`config.mk`:
```
export PLATFORM = sky130hd
export DESIGN_NAME = single_wire_uart_transceiver_top_flat
export DESIGN_NICKNAME = d
export VERILOG_FILES = /design/src/rtl/swut_pkg.sv /design/src/rtl/swut_if.sv /design/src/rtl/swut_cfg_regs.sv /design/src/rtl/swut_in_reg.sv /design/src/rtl/swut_step.sv /design/src/rtl/single_wire_uart_transceiver_top.sv /design/src/flat_wrapper.sv
export SDC_FILE = /design/constraint.sdc
export NUM_CORES = 1
export LEC_CHECK = 0
export ABC_AREA = 1
export BUFFER_PORTS_ARGS = -buffer_cell sky130_fd_sc_hd__buf_4
export CAP_MARGIN = 0
export CORE_MARGIN = 10
export CORE_UTILIZATION = 35
export CTS_BUF_LIST = sky130_fd_sc_hd__clkbuf_8
export CTS_CLUSTER_DIAMETER = 120
export CTS_CLUSTER_SIZE = 16
export DETAILED_ROUTE_END_ITERATION = 7
export SLEW_MARGIN = 30
export SYNTH_ARGS = -nofsm -noshare
export SYNTH_HDL_FRONTEND = slang
export SYNTH_SLANG_ARGS = --single-unit
```
`constraint.sdc`:
```
create_clock -name clk -period 6.61 [get_ports clk]
set_clock_uncertainty 0.15 [all_clocks]
set_input_delay 0.9915 -clock clk [delete_from_list [all_inputs] [get_ports clk]]
set_output_delay 0.9915 -clock clk [all_outputs]
set_load 0.01 [all_outputs]
```
`src/rtl/swut_pkg.sv`:
```
`default_nettype none
// ----------------------------------------------------------------------------
// swut_pkg
// Types and constants shared by the single-wire UART transceiver.
// ----------------------------------------------------------------------------
package swut_pkg;

  localparam int TICKS_W = 16;
  localparam int CFG_W   = 16;
  localparam int IDX_W   = 2;

  typedef enum logic [1:0] {
    OP_TICK = 2'd0,
    OP_SEND = 2'd1,
    OP_RECV = 2'd2,
    OP_RSVD = 2'd3
  } opcode_t;

  typedef enum logic [1:0] {
    ERR_NONE    = 2'd0,
    ERR_TIMEOUT = 2'd1,
    ERR_PARITY  = 2'd2,
    ERR_FRAMING = 2'd3
  } err_t;

  typedef enum logic [1:0] {
    PAR_NONE = 2'd0,
    PAR_EVEN = 2'd1,
    PAR_ODD  = 2'd2,
    PAR_RSVD = 2'd3
  } parity_t;

  typedef enum logic [IDX_W-1:0] {
    REG_BIT_TICKS   = 2'd0,
    REG_INVERT_LINE = 2'd1,
    REG_PARITY_MODE = 2'd2,
    REG_STOP_COUNT  = 2'd3
  } reg_idx_t;

  typedef enum logic [5:0] {
    PH_IDLE    = 6'b000001,
    PH_TX_BITS = 6'b000010,
    PH_TX_STOP = 6'b000100,
    PH_RX_HUNT = 6'b001000,
    PH_RX_BITS = 6'b010000,
    PH_RX_STOP = 6'b100000
  } phase_t;

  typedef struct packed {
    logic [TICKS_W-1:0] bit_ticks;
    logic               invert_line;
    logic [1:0]         parity_mode;
    logic [1:0]         stop_count;
  } cfg_t;

  typedef struct packed {
    logic [1:0] opcode;
    logic [7:0] send_byte;
    logic       line_in;
  } in_item_t;

  typedef struct packed {
    logic       line_out;
    logic       line_drive;
    logic [7:0] recv_byte;
    logic       recv_valid;
    logic       send_done;
    logic [1:0] error_code;
    logic       busy_res;
  } out_item_t;

  // Handshake between the input holding register and the step stage.
  typedef struct packed {
    logic valid;
    logic advance;
  } stage_ctl_t;

endpackage
`default_nettype wire

```
`src/rtl/swut_if.sv`:
```
`default_nettype none
// ----------------------------------------------------------------------------
// swut_in_if / swut_out_if
// Valid/ready channels for tick words and result words.
// ----------------------------------------------------------------------------
interface swut_in_if;
  logic               valid;
  logic               ready;
  swut_pkg::in_item_t data;
  modport source (output valid, output data, input ready);
  modport sink (input valid, input data, output ready);
endinterface

interface swut_out_if;
  logic                valid;
  logic                ready;
  swut_pkg::out_item_t data;
  modport source (output valid, output data, input ready);
  modport sink (input valid, input data, output ready);
endinterface
`default_nettype wire

```
`src/rtl/swut_cfg_regs.sv`:
```
`default_nettype none
// ----------------------------------------------------------------------------
// swut_cfg_regs
// Configuration register file written through a plain write port.
// ----------------------------------------------------------------------------
module swut_cfg_regs (
  input  wire logic                        clk,
  input  wire logic                        rst_n,
  input  wire logic                        we,
  input  wire logic [swut_pkg::IDX_W-1:0]  index,
  input  wire logic [swut_pkg::CFG_W-1:0]  wdata,
  output swut_pkg::cfg_t                   cfg
);

  swut_pkg::cfg_t cfg_r;

  always_ff @(posedge clk) begin
    if (!rst_n) begin
      cfg_r.bit_ticks   <= swut_pkg::TICKS_W'(104);
      cfg_r.invert_line <= 1'b0;
      cfg_r.parity_mode <= swut_pkg::PAR_NONE;
      cfg_r.stop_count  <= 2'd1;
    end else if (we) begin
      unique case (swut_pkg::reg_idx_t'(index))
        swut_pkg::REG_BIT_TICKS:   cfg_r.bit_ticks   <= wdata[swut_pkg::TICKS_W-1:0];
        swut_pkg::REG_INVERT_LINE: cfg_r.invert_line <= wdata[0];
        swut_pkg::REG_PARITY_MODE: cfg_r.parity_mode <= wdata[1:0];
        swut_pkg::REG_STOP_COUNT:  cfg_r.stop_count  <= wdata[1:0];
        default: ;
      endcase
    end
  end

  assign cfg = cfg_r;

endmodule
`default_nettype wire

```
`src/rtl/swut_in_reg.sv`:
```
`default_nettype none
// ----------------------------------------------------------------------------
// swut_in_reg
// Input holding register; it refills in the same cycle it drains.
// ----------------------------------------------------------------------------
module swut_in_reg (
  input  wire logic               clk,
  input  wire logic               rst_n,
  swut_in_if.sink                 in_ch,
  input  wire logic               free,
  output swut_pkg::stage_ctl_t    ctl,
  output swut_pkg::in_item_t      item
);

  logic               valid_r;
  logic               valid_nxt;
  swut_pkg::in_item_t item_r;
  logic               advance;
  logic               take;

  assign advance     = valid_r && free;
  assign in_ch.ready = !valid_r || free;
  assign take        = in_ch.valid && in_ch.ready;
  assign valid_nxt   = take || (valid_r && !free);

  always_ff @(posedge clk) begin
    if (!rst_n) begin
      valid_r <= 1'b0;
    end else begin
      valid_r <= valid_nxt;
    end
  end

  always_ff @(posedge clk) begin
    if (take) begin
      item_r <= in_ch.data;
    end
  end

  assign ctl.valid   = valid_r;
  assign ctl.advance = advance;
  assign item        = item_r;

endmodule
`default_nettype wire

```
`src/rtl/swut_step.sv`:
```
`default_nettype none
// ----------------------------------------------------------------------------
// swut_step
// One tick of the transceiver state machine, plus the result register.
// ----------------------------------------------------------------------------
module swut_step #(
  parameter int TIMEOUT_BITS = 30
) (
  input  wire logic                  clk,
  input  wire logic                  rst_n,
  input  wire swut_pkg::cfg_t        cfg,
  input  wire swut_pkg::stage_ctl_t  ctl,
  input  wire swut_pkg::in_item_t    item,
  output logic                       free,
  swut_out_if.source                 out_ch
);

  localparam int CNT_W  = swut_pkg::TICKS_W + $clog2(TIMEOUT_BITS + 1);
  localparam int NEED_W = swut_pkg::TICKS_W + 1;

  swut_pkg::phase_t    phase_r, phase_nxt;
  logic [CNT_W-1:0]    cnt_r, cnt_nxt;
  logic [3:0]          bit_idx_r, bit_idx_nxt;
  logic [7:0]          shift_r, shift_nxt;
  logic [1:0]          stop_idx_r, stop_idx_nxt;
  swut_pkg::out_item_t res_r, res_nxt;
  logic                out_valid_r;

  logic [swut_pkg::TICKS_W-1:0] eff;
  logic [1:0]                   eff_stops;
  logic                         par_on;
  logic                         par_bit;
  logic                         logical;
  logic                         tx_bit;
  logic [NEED_W-1:0]            need;
  logic [CNT_W-1:0]             timeout_lim;

  assign eff       = (cfg.bit_ticks == '0) ? swut_pkg::TICKS_W'(1) : cfg.bit_ticks;
  assign eff_stops = cfg.stop_count[1] ? 2'd2 : 2'd1;
  assign par_on    = (cfg.parity_mode == swut_pkg::PAR_EVEN) ||
                     (cfg.parity_mode == swut_pkg::PAR_ODD);
  assign logical   = item.line_in ^ cfg.invert_line;
  assign timeout_lim = CNT_W'(TIMEOUT_BITS) * CNT_W'(eff);

  always_comb begin
    phase_nxt    = phase_r;
    cnt_nxt      = cnt_r;
    bit_idx_nxt  = bit_idx_r;
    shift_nxt    = shift_r;
    stop_idx_nxt = stop_idx_r;
    tx_bit       = 1'b1;
    need         = NEED_W'(eff);
    par_bit      = 1'b0;

    res_nxt            = '0;
    res_nxt.line_out   = ~cfg.invert_line;
    res_nxt.error_code = swut_pkg::ERR_NONE;

    // A command in idle loads the state and is worked in the same tick.
    if (phase_r == swut_pkg::PH_IDLE) begin
      if (item.opcode == swut_pkg::OP_SEND) begin
        shift_nxt = item.send_byte;
        phase_nxt = swut_pkg::PH_TX_BITS;
        cnt_nxt = '0; bit_idx_nxt = '0; stop_idx_nxt = '0;
      end else if (item.opcode == swut_pkg::OP_RECV) begin
        shift_nxt = '0;
        phase_nxt = swut_pkg::PH_RX_HUNT;
        cnt_nxt = '0; bit_idx_nxt = '0; stop_idx_nxt = '0;
      end
    end

    par_bit = (^shift_nxt) ^ (cfg.parity_mode == swut_pkg::PAR_ODD);

    unique case (phase_nxt)
      swut_pkg::PH_IDLE: begin
      end
      swut_pkg::PH_TX_BITS, swut_pkg::PH_TX_STOP: begin
        if (phase_nxt == swut_pkg::PH_TX_STOP) tx_bit = 1'b1;
        else if (bit_idx_nxt == 4'd0) tx_bit = 1'b0;
        else if (bit_idx_nxt <= 4'd8) tx_bit = shift_nxt[3'(bit_idx_nxt - 4'd1)];
        else tx_bit = par_bit;
        res_nxt.line_out   = tx_bit ^ cfg.invert_line;
        res_nxt.line_drive = 1'b1;
        cnt_nxt = cnt_nxt + CNT_W'(1);
        if (cnt_nxt >= CNT_W'(eff)) begin
          cnt_nxt = '0;
          if (phase_nxt == swut_pkg::PH_TX_BITS) begin
            bit_idx_nxt = bit_idx_nxt + 4'd1;
            if ((bit_idx_nxt == 4'd9 && !par_on) || bit_idx_nxt >= 4'd10) begin
              phase_nxt    = swut_pkg::PH_TX_STOP;
              stop_idx_nxt = '0;
            end
          end else begin
            stop_idx_nxt = stop_idx_nxt + 2'd1;
            if (stop_idx_nxt >= eff_stops) begin
              res_nxt.send_done = 1'b1;
              phase_nxt         = swut_pkg::PH_IDLE;
            end
          end
        end
      end
      swut_pkg::PH_RX_HUNT: begin
        if (!logical) begin
          phase_nxt   = swut_pkg::PH_RX_BITS;
          cnt_nxt     = '0;
          bit_idx_nxt = '0;
        end else begin
          cnt_nxt = cnt_nxt + CNT_W'(1);
          if (cnt_nxt >= timeout_lim) begin
            res_nxt.error_code = swut_pkg::ERR_TIMEOUT;
            phase_nxt          = swut_pkg::PH_IDLE;
          end
        end
      end
      swut_pkg::PH_RX_BITS: begin
        // The first data bit is sampled one and a half bit times after the start edge.
        if (bit_idx_nxt == 4'd0) need = NEED_W'(eff) + NEED_W'(eff >> 1);
        cnt_nxt = cnt_nxt + CNT_W'(1);
        if (cnt_nxt >= CNT_W'(need)) begin
          cnt_nxt = '0;
          if (bit_idx_nxt < 4'd8) begin
            shift_nxt[bit_idx_nxt[2:0]] = logical;
            bit_idx_nxt = bit_idx_nxt + 4'd1;
            if (bit_idx_nxt == 4'd8 && !par_on) begin
              phase_nxt    = swut_pkg::PH_RX_STOP;
              stop_idx_nxt = '0;
            end
          end else if (logical != par_bit) begin
            res_nxt.error_code = swut_pkg::ERR_PARITY;
            phase_nxt          = swut_pkg::PH_IDLE;
          end else begin
            phase_nxt    = swut_pkg::PH_RX_STOP;
            stop_idx_nxt = '0;
          end
        end
      end
      swut_pkg::PH_RX_STOP: begin
        cnt_nxt = cnt_nxt + CNT_W'(1);
        if (cnt_nxt >= CNT_W'(eff)) begin
          cnt_nxt = '0;
          if (!logical) begin
            res_nxt.error_code = swut_pkg::ERR_FRAMING;
            phase_nxt          = swut_pkg::PH_IDLE;
          end else begin
            stop_idx_nxt = stop_idx_nxt + 2'd1;
            if (stop_idx_nxt >= eff_stops) begin
              res_nxt.recv_valid = 1'b1;
              res_nxt.recv_byte  = shift_nxt;
              phase_nxt          = swut_pkg::PH_IDLE;
            end
          end
        end
      end
      default: begin
        phase_nxt = swut_pkg::PH_IDLE;
      end
    endcase

    res_nxt.busy_res = (phase_nxt != swut_pkg::PH_IDLE);
  end

  assign free = !out_valid_r || out_ch.ready;

  always_ff @(posedge clk) begin
    if (!rst_n) begin
      phase_r     <= swut_pkg::PH_IDLE;
      cnt_r       <= '0;
      bit_idx_r   <= '0;
      shift_r     <= '0;
      stop_idx_r  <= '0;
      out_valid_r <= 1'b0;
    end else begin
      if (ctl.advance) begin
        phase_r    <= phase_nxt;
        cnt_r      <= cnt_nxt;
        bit_idx_r  <= bit_idx_nxt;
        shift_r    <= shift_nxt;
        stop_idx_r <= stop_idx_nxt;
      end
      if (ctl.advance) begin
        out_valid_r <= 1'b1;
      end else if (out_ch.ready) begin
        out_valid_r <= 1'b0;
      end
    end
  end

  always_ff @(posedge clk) begin
    if (ctl.advance && ctl.valid) begin
      res_r <= res_nxt;
    end
  end

  assign out_ch.valid = out_valid_r;
  assign out_ch.data  = res_r;

endmodule
`default_nettype wire

```
`src/rtl/single_wire_uart_transceiver_top.sv`:
```
`default_nettype none
// ----------------------------------------------------------------------------
// single_wire_uart_transceiver_top
// Half-duplex UART on one shared line, stepped by one tick word at a time.
// ----------------------------------------------------------------------------
// Each word on in_ch is one tick of the bit time base; its opcode may start a
// send or a receive. Every tick word yields exactly one result word on out_ch,
// carrying the line level and drive enable for that tick plus receive data,
// send completion, error code and busy status.
// Timing: a word goes through an input register and then a result register,
// after which its result is offered on out_ch. One word is accepted every
// cycle while out_ch does not stall; the tick step is a single pass of logic
// between those registers.
// If out_ch stalls, the result register holds its word, the input register
// keeps one more word, and in_ch.ready drops until the result is taken.
// Reset (rst_n low, synchronous) empties both registers, returns the state
// machine to idle and loads the default configuration: 104 ticks per bit,
// normal polarity, no parity, one stop bit. cfg_we writes register cfg_index
// with cfg_wdata; write only while no word is in flight.
// ----------------------------------------------------------------------------
module single_wire_uart_transceiver_top #(
  parameter int TIMEOUT_BITS = 30
) (
  input  wire logic                        clk,
  input  wire logic                        rst_n,
  swut_in_if.sink                          in_ch,
  swut_out_if.source                       out_ch,
  input  wire logic                        cfg_we,
  input  wire logic [swut_pkg::IDX_W-1:0]  cfg_index,
  input  wire logic [swut_pkg::CFG_W-1:0]  cfg_wdata
);

  swut_pkg::cfg_t       cfg;
  swut_pkg::stage_ctl_t ctl;
  swut_pkg::in_item_t   item;
  logic                 free;

  swut_cfg_regs u_cfg (
    .clk   (clk),
    .rst_n (rst_n),
    .we    (cfg_we),
    .index (cfg_index),
    .wdata (cfg_wdata),
    .cfg   (cfg)
  );

  swut_in_reg u_in (
    .clk   (clk),
    .rst_n (rst_n),
    .in_ch (in_ch),
    .free  (free),
    .ctl   (ctl),
    .item  (item)
  );

  swut_step #(
    .TIMEOUT_BITS (TIMEOUT_BITS)
  ) u_step (
    .clk    (clk),
    .rst_n  (rst_n),
    .cfg    (cfg),
    .ctl    (ctl),
    .item   (item),
    .free   (free),
    .out_ch (out_ch)
  );

  // With no result pending the block can always take a new word.
  a_ready_when_empty: assert property (@(posedge clk) disable iff (!rst_n)
    !out_ch.valid |-> in_ch.ready)
    else $error("input not ready while result register is empty");

  // A good received byte never comes with an error or while driving the line.
  a_recv_clean: assert property (@(posedge clk) disable iff (!rst_n)
    (out_ch.valid && out_ch.data.recv_valid) |->
      (out_ch.data.error_code == swut_pkg::ERR_NONE && !out_ch.data.line_drive))
    else $error("received byte flagged with error or drive");

  // Send completion happens only on a driven tick and ends the activity.
  a_send_done: assert property (@(posedge clk) disable iff (!rst_n)
    (out_ch.valid && out_ch.data.send_done) |->
      (out_ch.data.line_drive && !out_ch.data.busy_res))
    else $error("send_done without drive or with busy");

  // A word held in the input register drains once the result side is free.
  a_drain: assert property (@(posedge clk) disable iff (!rst_n)
    (ctl.valid && free) |=> out_ch.valid)
    else $error("input word did not reach the result register");

endmodule
`default_nettype wire
```
`src/flat_wrapper.sv`:
```
// flat-port wrapper written by rule: the top's interface ports become plain ports
module single_wire_uart_transceiver_top_flat 
#(
  parameter int TIMEOUT_BITS = 30
)
  (clk, rst_n, cfg_we, cfg_index, cfg_wdata, in_ch_valid, in_ch_data, in_ch_ready, out_ch_valid, out_ch_data, out_ch_ready);
  swut_in_if in_ch_i ();
  swut_out_if out_ch_i ();
  input  wire logic clk;
  input  wire logic rst_n;
  input  wire logic cfg_we;
  input  wire logic [swut_pkg::IDX_W-1:0] cfg_index;
  input  wire logic [swut_pkg::CFG_W-1:0] cfg_wdata;
  input wire logic [$bits(in_ch_i.valid)-1:0] in_ch_valid;
  input wire logic [$bits(in_ch_i.data)-1:0] in_ch_data;
  output wire logic [$bits(in_ch_i.ready)-1:0] in_ch_ready;
  output wire logic [$bits(out_ch_i.valid)-1:0] out_ch_valid;
  output wire logic [$bits(out_ch_i.data)-1:0] out_ch_data;
  input wire logic [$bits(out_ch_i.ready)-1:0] out_ch_ready;
  assign in_ch_i.valid = in_ch_valid;
  assign in_ch_i.data = in_ch_data;
  assign in_ch_ready = in_ch_i.ready;
  assign out_ch_valid = out_ch_i.valid;
  assign out_ch_data = out_ch_i.data;
  assign out_ch_i.ready = out_ch_ready;
  single_wire_uart_transceiver_top #(.TIMEOUT_BITS(TIMEOUT_BITS)) u_core (.clk(clk), .rst_n(rst_n), .in_ch(in_ch_i), .out_ch(out_ch_i), .cfg_we(cfg_we), .cfg_index(cfg_index), .cfg_wdata(cfg_wdata));
endmodule
```
==> impl_metrics.csv <==
group,metric,value,unit
status,status,"finished, final reports clean",
drt,detailroute.via_count,8577,
global_route,grt-busiest-layer,"met2",
power,p_int,1050,µW
sta,grt_setup_unrepaired,"no",
layout,sequential_cell_area,0.00204,mm²
synthesis,share_of_synthesized_area_spent_on_multiplexers,0,%
layout,mostFrequentLayoutCells,"284 x nand2_1, 180 x inv_1, 120 x a21oi_1",
clock_network,numCtsBuffers,9,
global_route,grt_max_degree,69,
clock_network,postCtsHoldBufs,0,
place,placement.io_buffers,50,
critical_path,critical_path.n_buffers_inverters,2,
power,leakagePower,0.00473,µW
worst_hold_path,worst_hold_path_type,"reg -> reg",
layout,fill_cells,2768,
critical_path,crit_slowest_cell,"fa_1",
synthesis,mappedNetlistArea,0.00915,mm²
clock_network,cts_tree,"built",
synthesis,synth_sequential_area_ratio,22.3,%
clock_network,clock_path_buffers,2,
synthesis,mean_cell_area_of_the_mapped_netlist,7.09,µm²
drt,first_iter_violations,588,
floorplanning,num_io_pins,51,
sta,final-setup-viol-count,0,
global_route,global_route.usage.met3,2.43,%
synthesis,post_synth_and_or_nand_nor_area_fraction,26.5,%
synthesis,synth_compound_area_share,17.2,%
floorplanning,core_area,0.0259,mm²
sta,timing.final.crit_share,92.0,%
power,seq_power_share,32.9,%
synthesis,synth_fp_nets,1455,
synthesis,synth-adder-area-share,20.2,%
critical_path,worstSetupPathType,"reg -> reg",
sta,maxSlewHeadroom,40.8,%
sta,fmax,0.164,GHz
synthesis,syn-instance-count,1290,
synthesis,synth_top_family_by_area,"simple AND/OR/NAND/NOR gates",
critical_path,timing.critical_path.slowest_cell_delay,560,ps
power,clock_power_share,21.7,%
synthesis,ys_ff_latch,89,
flow_run,timing.max_cap.violations,0,
layout,final_common_cell,"nand2_1",
critical_path,critical_path.startpoint_type,"register",
critical_path,crit_cells,33,
drt,firstDrtPassIters,5,
drt,postRouteWirelength,25600,µm
synthesis,yosys.area_share.xor_xnor,4.31,%
clock_network,clock_insertion_delay_worst_skew,400,ps
synthesis,yosysWarningCount,0,
sta,min_period,6080,ps
global_route,antenna_violations_before_repair,0,
global_route,total_routing_usage_gr,15.4,%
critical_path,reg2regPathDepth,33,
critical_path,worstPathRequired,6760,ps
critical_path,cp_top_family,"adder cells",
clock_network,clock_pin_slew_reported_for_the_worst_setup_and_hold_paths_after_clock_tree_synthesis,110,ps
drt,routed_wire_length_per_instance,15.3,µm
power,switching_pwr,817,µW
place,placed_cells,1657,
clock_network,number_of_levels_in_the_clock_h_tree,3,
sta,drv_slew,0,
global_route,groute.layer.met2.usage,26.4,%
critical_path,critical-path-top-cell-by-count,"nand2_1",
global_route,global_route_track_usage_on_met1,19.0,%
global_route,global_route_wire_length_before_repair,42500,µm
floorplanning,start_util,35.3,%
critical_path,crit_start,"u_core.u_cfg.cfg[19]$_SDFFE_PN0P_",
global_route,gr-total-overflow,0,
power,power_frac_comb,45.4,%
clock_network,clock-root-buffer,"clkbuf_8",
critical_path,worst_setup_path_end_kind,"register",
drt,route.detailed.vias_per_inst,5.13,
critical_path,rr_endpoint,"u_core.u_step.phase_r[0]$_SDFFE_PN1P_",
floorplanning,floorplan.die.width,182,µm
sta,timing_worst_slew_pin_value,885,ps
critical_path,critical_path.reg2reg.startpoint,"u_core.u_cfg.cfg[19]$_SDFFE_PN0P_",
power,power_switching_share,43.8,%
layout,antenna_cells,0,
critical_path,reg2reg_slack,530,ps
layout,stdcell_count,1673,
critical_path,maximum_fanout_count_along_the_critical_path,16,
critical_path,critical_path_arrival,6230,ps
place,detailed_place_hpwl,20200,µm
floorplanning,core.rowCount,59,
drt,postRouteAntennaNets,0,
clock_network,tritoncts_num_sinks,89,
drt,route.detailed.drc,0,
layout,multi_input_area,0.00624,mm²
layout,area_delta_synth_final,10.2,%
global_route,grt_pass1_vias,8590,
layout,final_nets,1498,
layout,post_route_cells_drive_above_1_share,10.7,%
synthesis,synth.lib_cells_used.distinct,57,
power,p_per_area,185,mW/mm²
sta,fin_tns_setup,0,ps
critical_path,cp-endpoint,"u_core.u_step.phase_r[0]$_SDFFE_PN1P_",
floorplanning,floorplan.die.height,182,µm
sta,timing_hold_violations_final,0,
power,power.ir.vdd_worst,0.0978,mV
floorplanning,design.die.area,0.0330,mm²
place,finalWeightedCongestion,0.910,
==> sequential cells by signal, indices dropped and copies added (netlist names) <==
register                    cells
u_core.u_in.item               11
u_core.u_step.shift_r           8
u_core.u_step.cnt_r            21
u_core.u_step.out_ch.data      15
u_core.u_cfg.cfg               20
u_core.u_step.out_ch.valid      1
u_core.u_step.phase_r           6
u_core.u_step.stop_idx_r        2
u_core.u_in.valid_r             1
u_core.u_step.bit_idx_r         4
==> worst min-delay path by stage <==
| stage | startpoint | endpoint | slack [ps] | cells past startpoint |
|---|---|---|---|---|
| 3_3_place_gp | u_core.u_step.bit_idx_r[0]$_SDFFE_PN0P_ | u_core.u_step.bit_idx_r[0]$_SDFFE_PN0P_ | 310 | 2 |
| 6_report | u_core.u_step.bit_idx_r[0]$_SDFFE_PN0P_ | u_core.u_step.bit_idx_r[0]$_SDFFE_PN0P_ | 320 | 2 |
| 5_1_grt | u_core.u_step.shift_r[5]$_SDFFE_PN0P_ | u_core.u_step.shift_r[5]$_SDFFE_PN0P_ | 360 | 2 |
| 4_1_cts | u_core.u_step.bit_idx_r[0]$_SDFFE_PN0P_ | u_core.u_step.bit_idx_r[0]$_SDFFE_PN0P_ | 320 | 2 |
| 2_1_floorplan | u_core.u_cfg.cfg[2]$_SDFFE_PN0P_ | u_core.u_cfg.cfg[2]$_SDFFE_PN0P_ | 290 | 2 |
| 3_5_place_dp | u_core.u_step.bit_idx_r[0]$_SDFFE_PN0P_ | u_core.u_step.bit_idx_r[0]$_SDFFE_PN0P_ | 310 | 2 |
==> cells in the mapped netlist, drive strengths merged <==
master / n / area (µm²)
a31oi: 10 / 62.6
o22ai: 1 / 6.26
o211a: 1 / 10.0
xor2: 26 / 228
or2: 5 / 31.3
o2111ai: 1 / 8.76
edfxtp: 26 / 781
a22oi: 2 / 15.0
xnor2: 19 / 166
clkinv: 2 / 7.51
buf: 7 / 61.3
o211ai: 12 / 95.1
nor2: 88 / 418
a21oi: 123 / 634
nand3b: 3 / 38.8
o21bai: 5 / 37.5
nor4: 3 / 18.8
fa: 28 / 561
a221oi: 1 / 8.76
nand3: 75 / 438
o21ai: 114 / 574
dfxtp: 63 / 1260
a21o: 1 / 7.51
nor3: 20 / 105
inv: 189 / 709
ha: 103 / 1290
nand2: 303 / 1220
nand4: 20 / 140
a211oi: 4 / 35.0
o221ai: 8 / 70.1
nor4b: 1 / 8.76
and3: 1 / 6.26
o31ai: 1 / 7.51
clkbuf: 24 / 91.3
==> through the flow <==
step                      utilization, %  power (µW)  hold WS, ps  worst slack (ps)  area (µm²)
final                               38.9        1860          322               527       10100
after global routing                38.9        2020          359              24.6       10100
after CTS                           38.9        1880          323               299       10100
after detailed placement            38.2        1460          305               337        9890
after global placement              38.2        1450          306               472        9890
after floorplan                        -        1260          285               827        9150
==> per-layer routing <==
metal	up-vias	wire [µm]
met5	-	0
met4	0	635
met3	40	1030
met2	199	12400
met1	3958	11600
li1	4380	-
==> layout make-up <==
cell class,instances,share of cell area (%)
clock inverter,7,0.682
clock buffer,9,1.23
timing repair buffer,63,4.69
tap,335,4.16
inverter,191,7.11
sequential,89,20.2
multi-input combinational,979,61.9
==> cells by family after synthesis <==
| kind of cell | after synthesis |
|---|---|
| buffers and inverters | 222 |
| AND/OR/NAND/NOR | 519 |
| flip-flops | 89 |
| XOR/XNOR | 45 |
| AO/OA/AOI/OAI | 284 |
| adder cells (fa/ha/maj) | 131 |
==> tightest hold or removal path, cell delays in order, from the launching register on <==
cell	delay [ps]
dfxtp_1	330
nand2_1	60
a21oi_1	50
==> power groups by stage <==
stage | Sequential (µW) | Combinational (µW) | Clock [µW]
after detailed placement | 625 | 839 | 0
after floorplan | 621 | 634 | 0
final | 613 | 846 | 405
after global placement | 625 | 826 | 0
after CTS | 613 | 844 | 422
after global routing | 617 | 967 | 437
==> what timing repair did <==
action,in CTS,in global routing
setup endpoints to repair,0,4
endpoints found under the hold margin,0,0
buffers inserted,0,0
resized for setup,0,4
(Power assumes the default switching activity.)
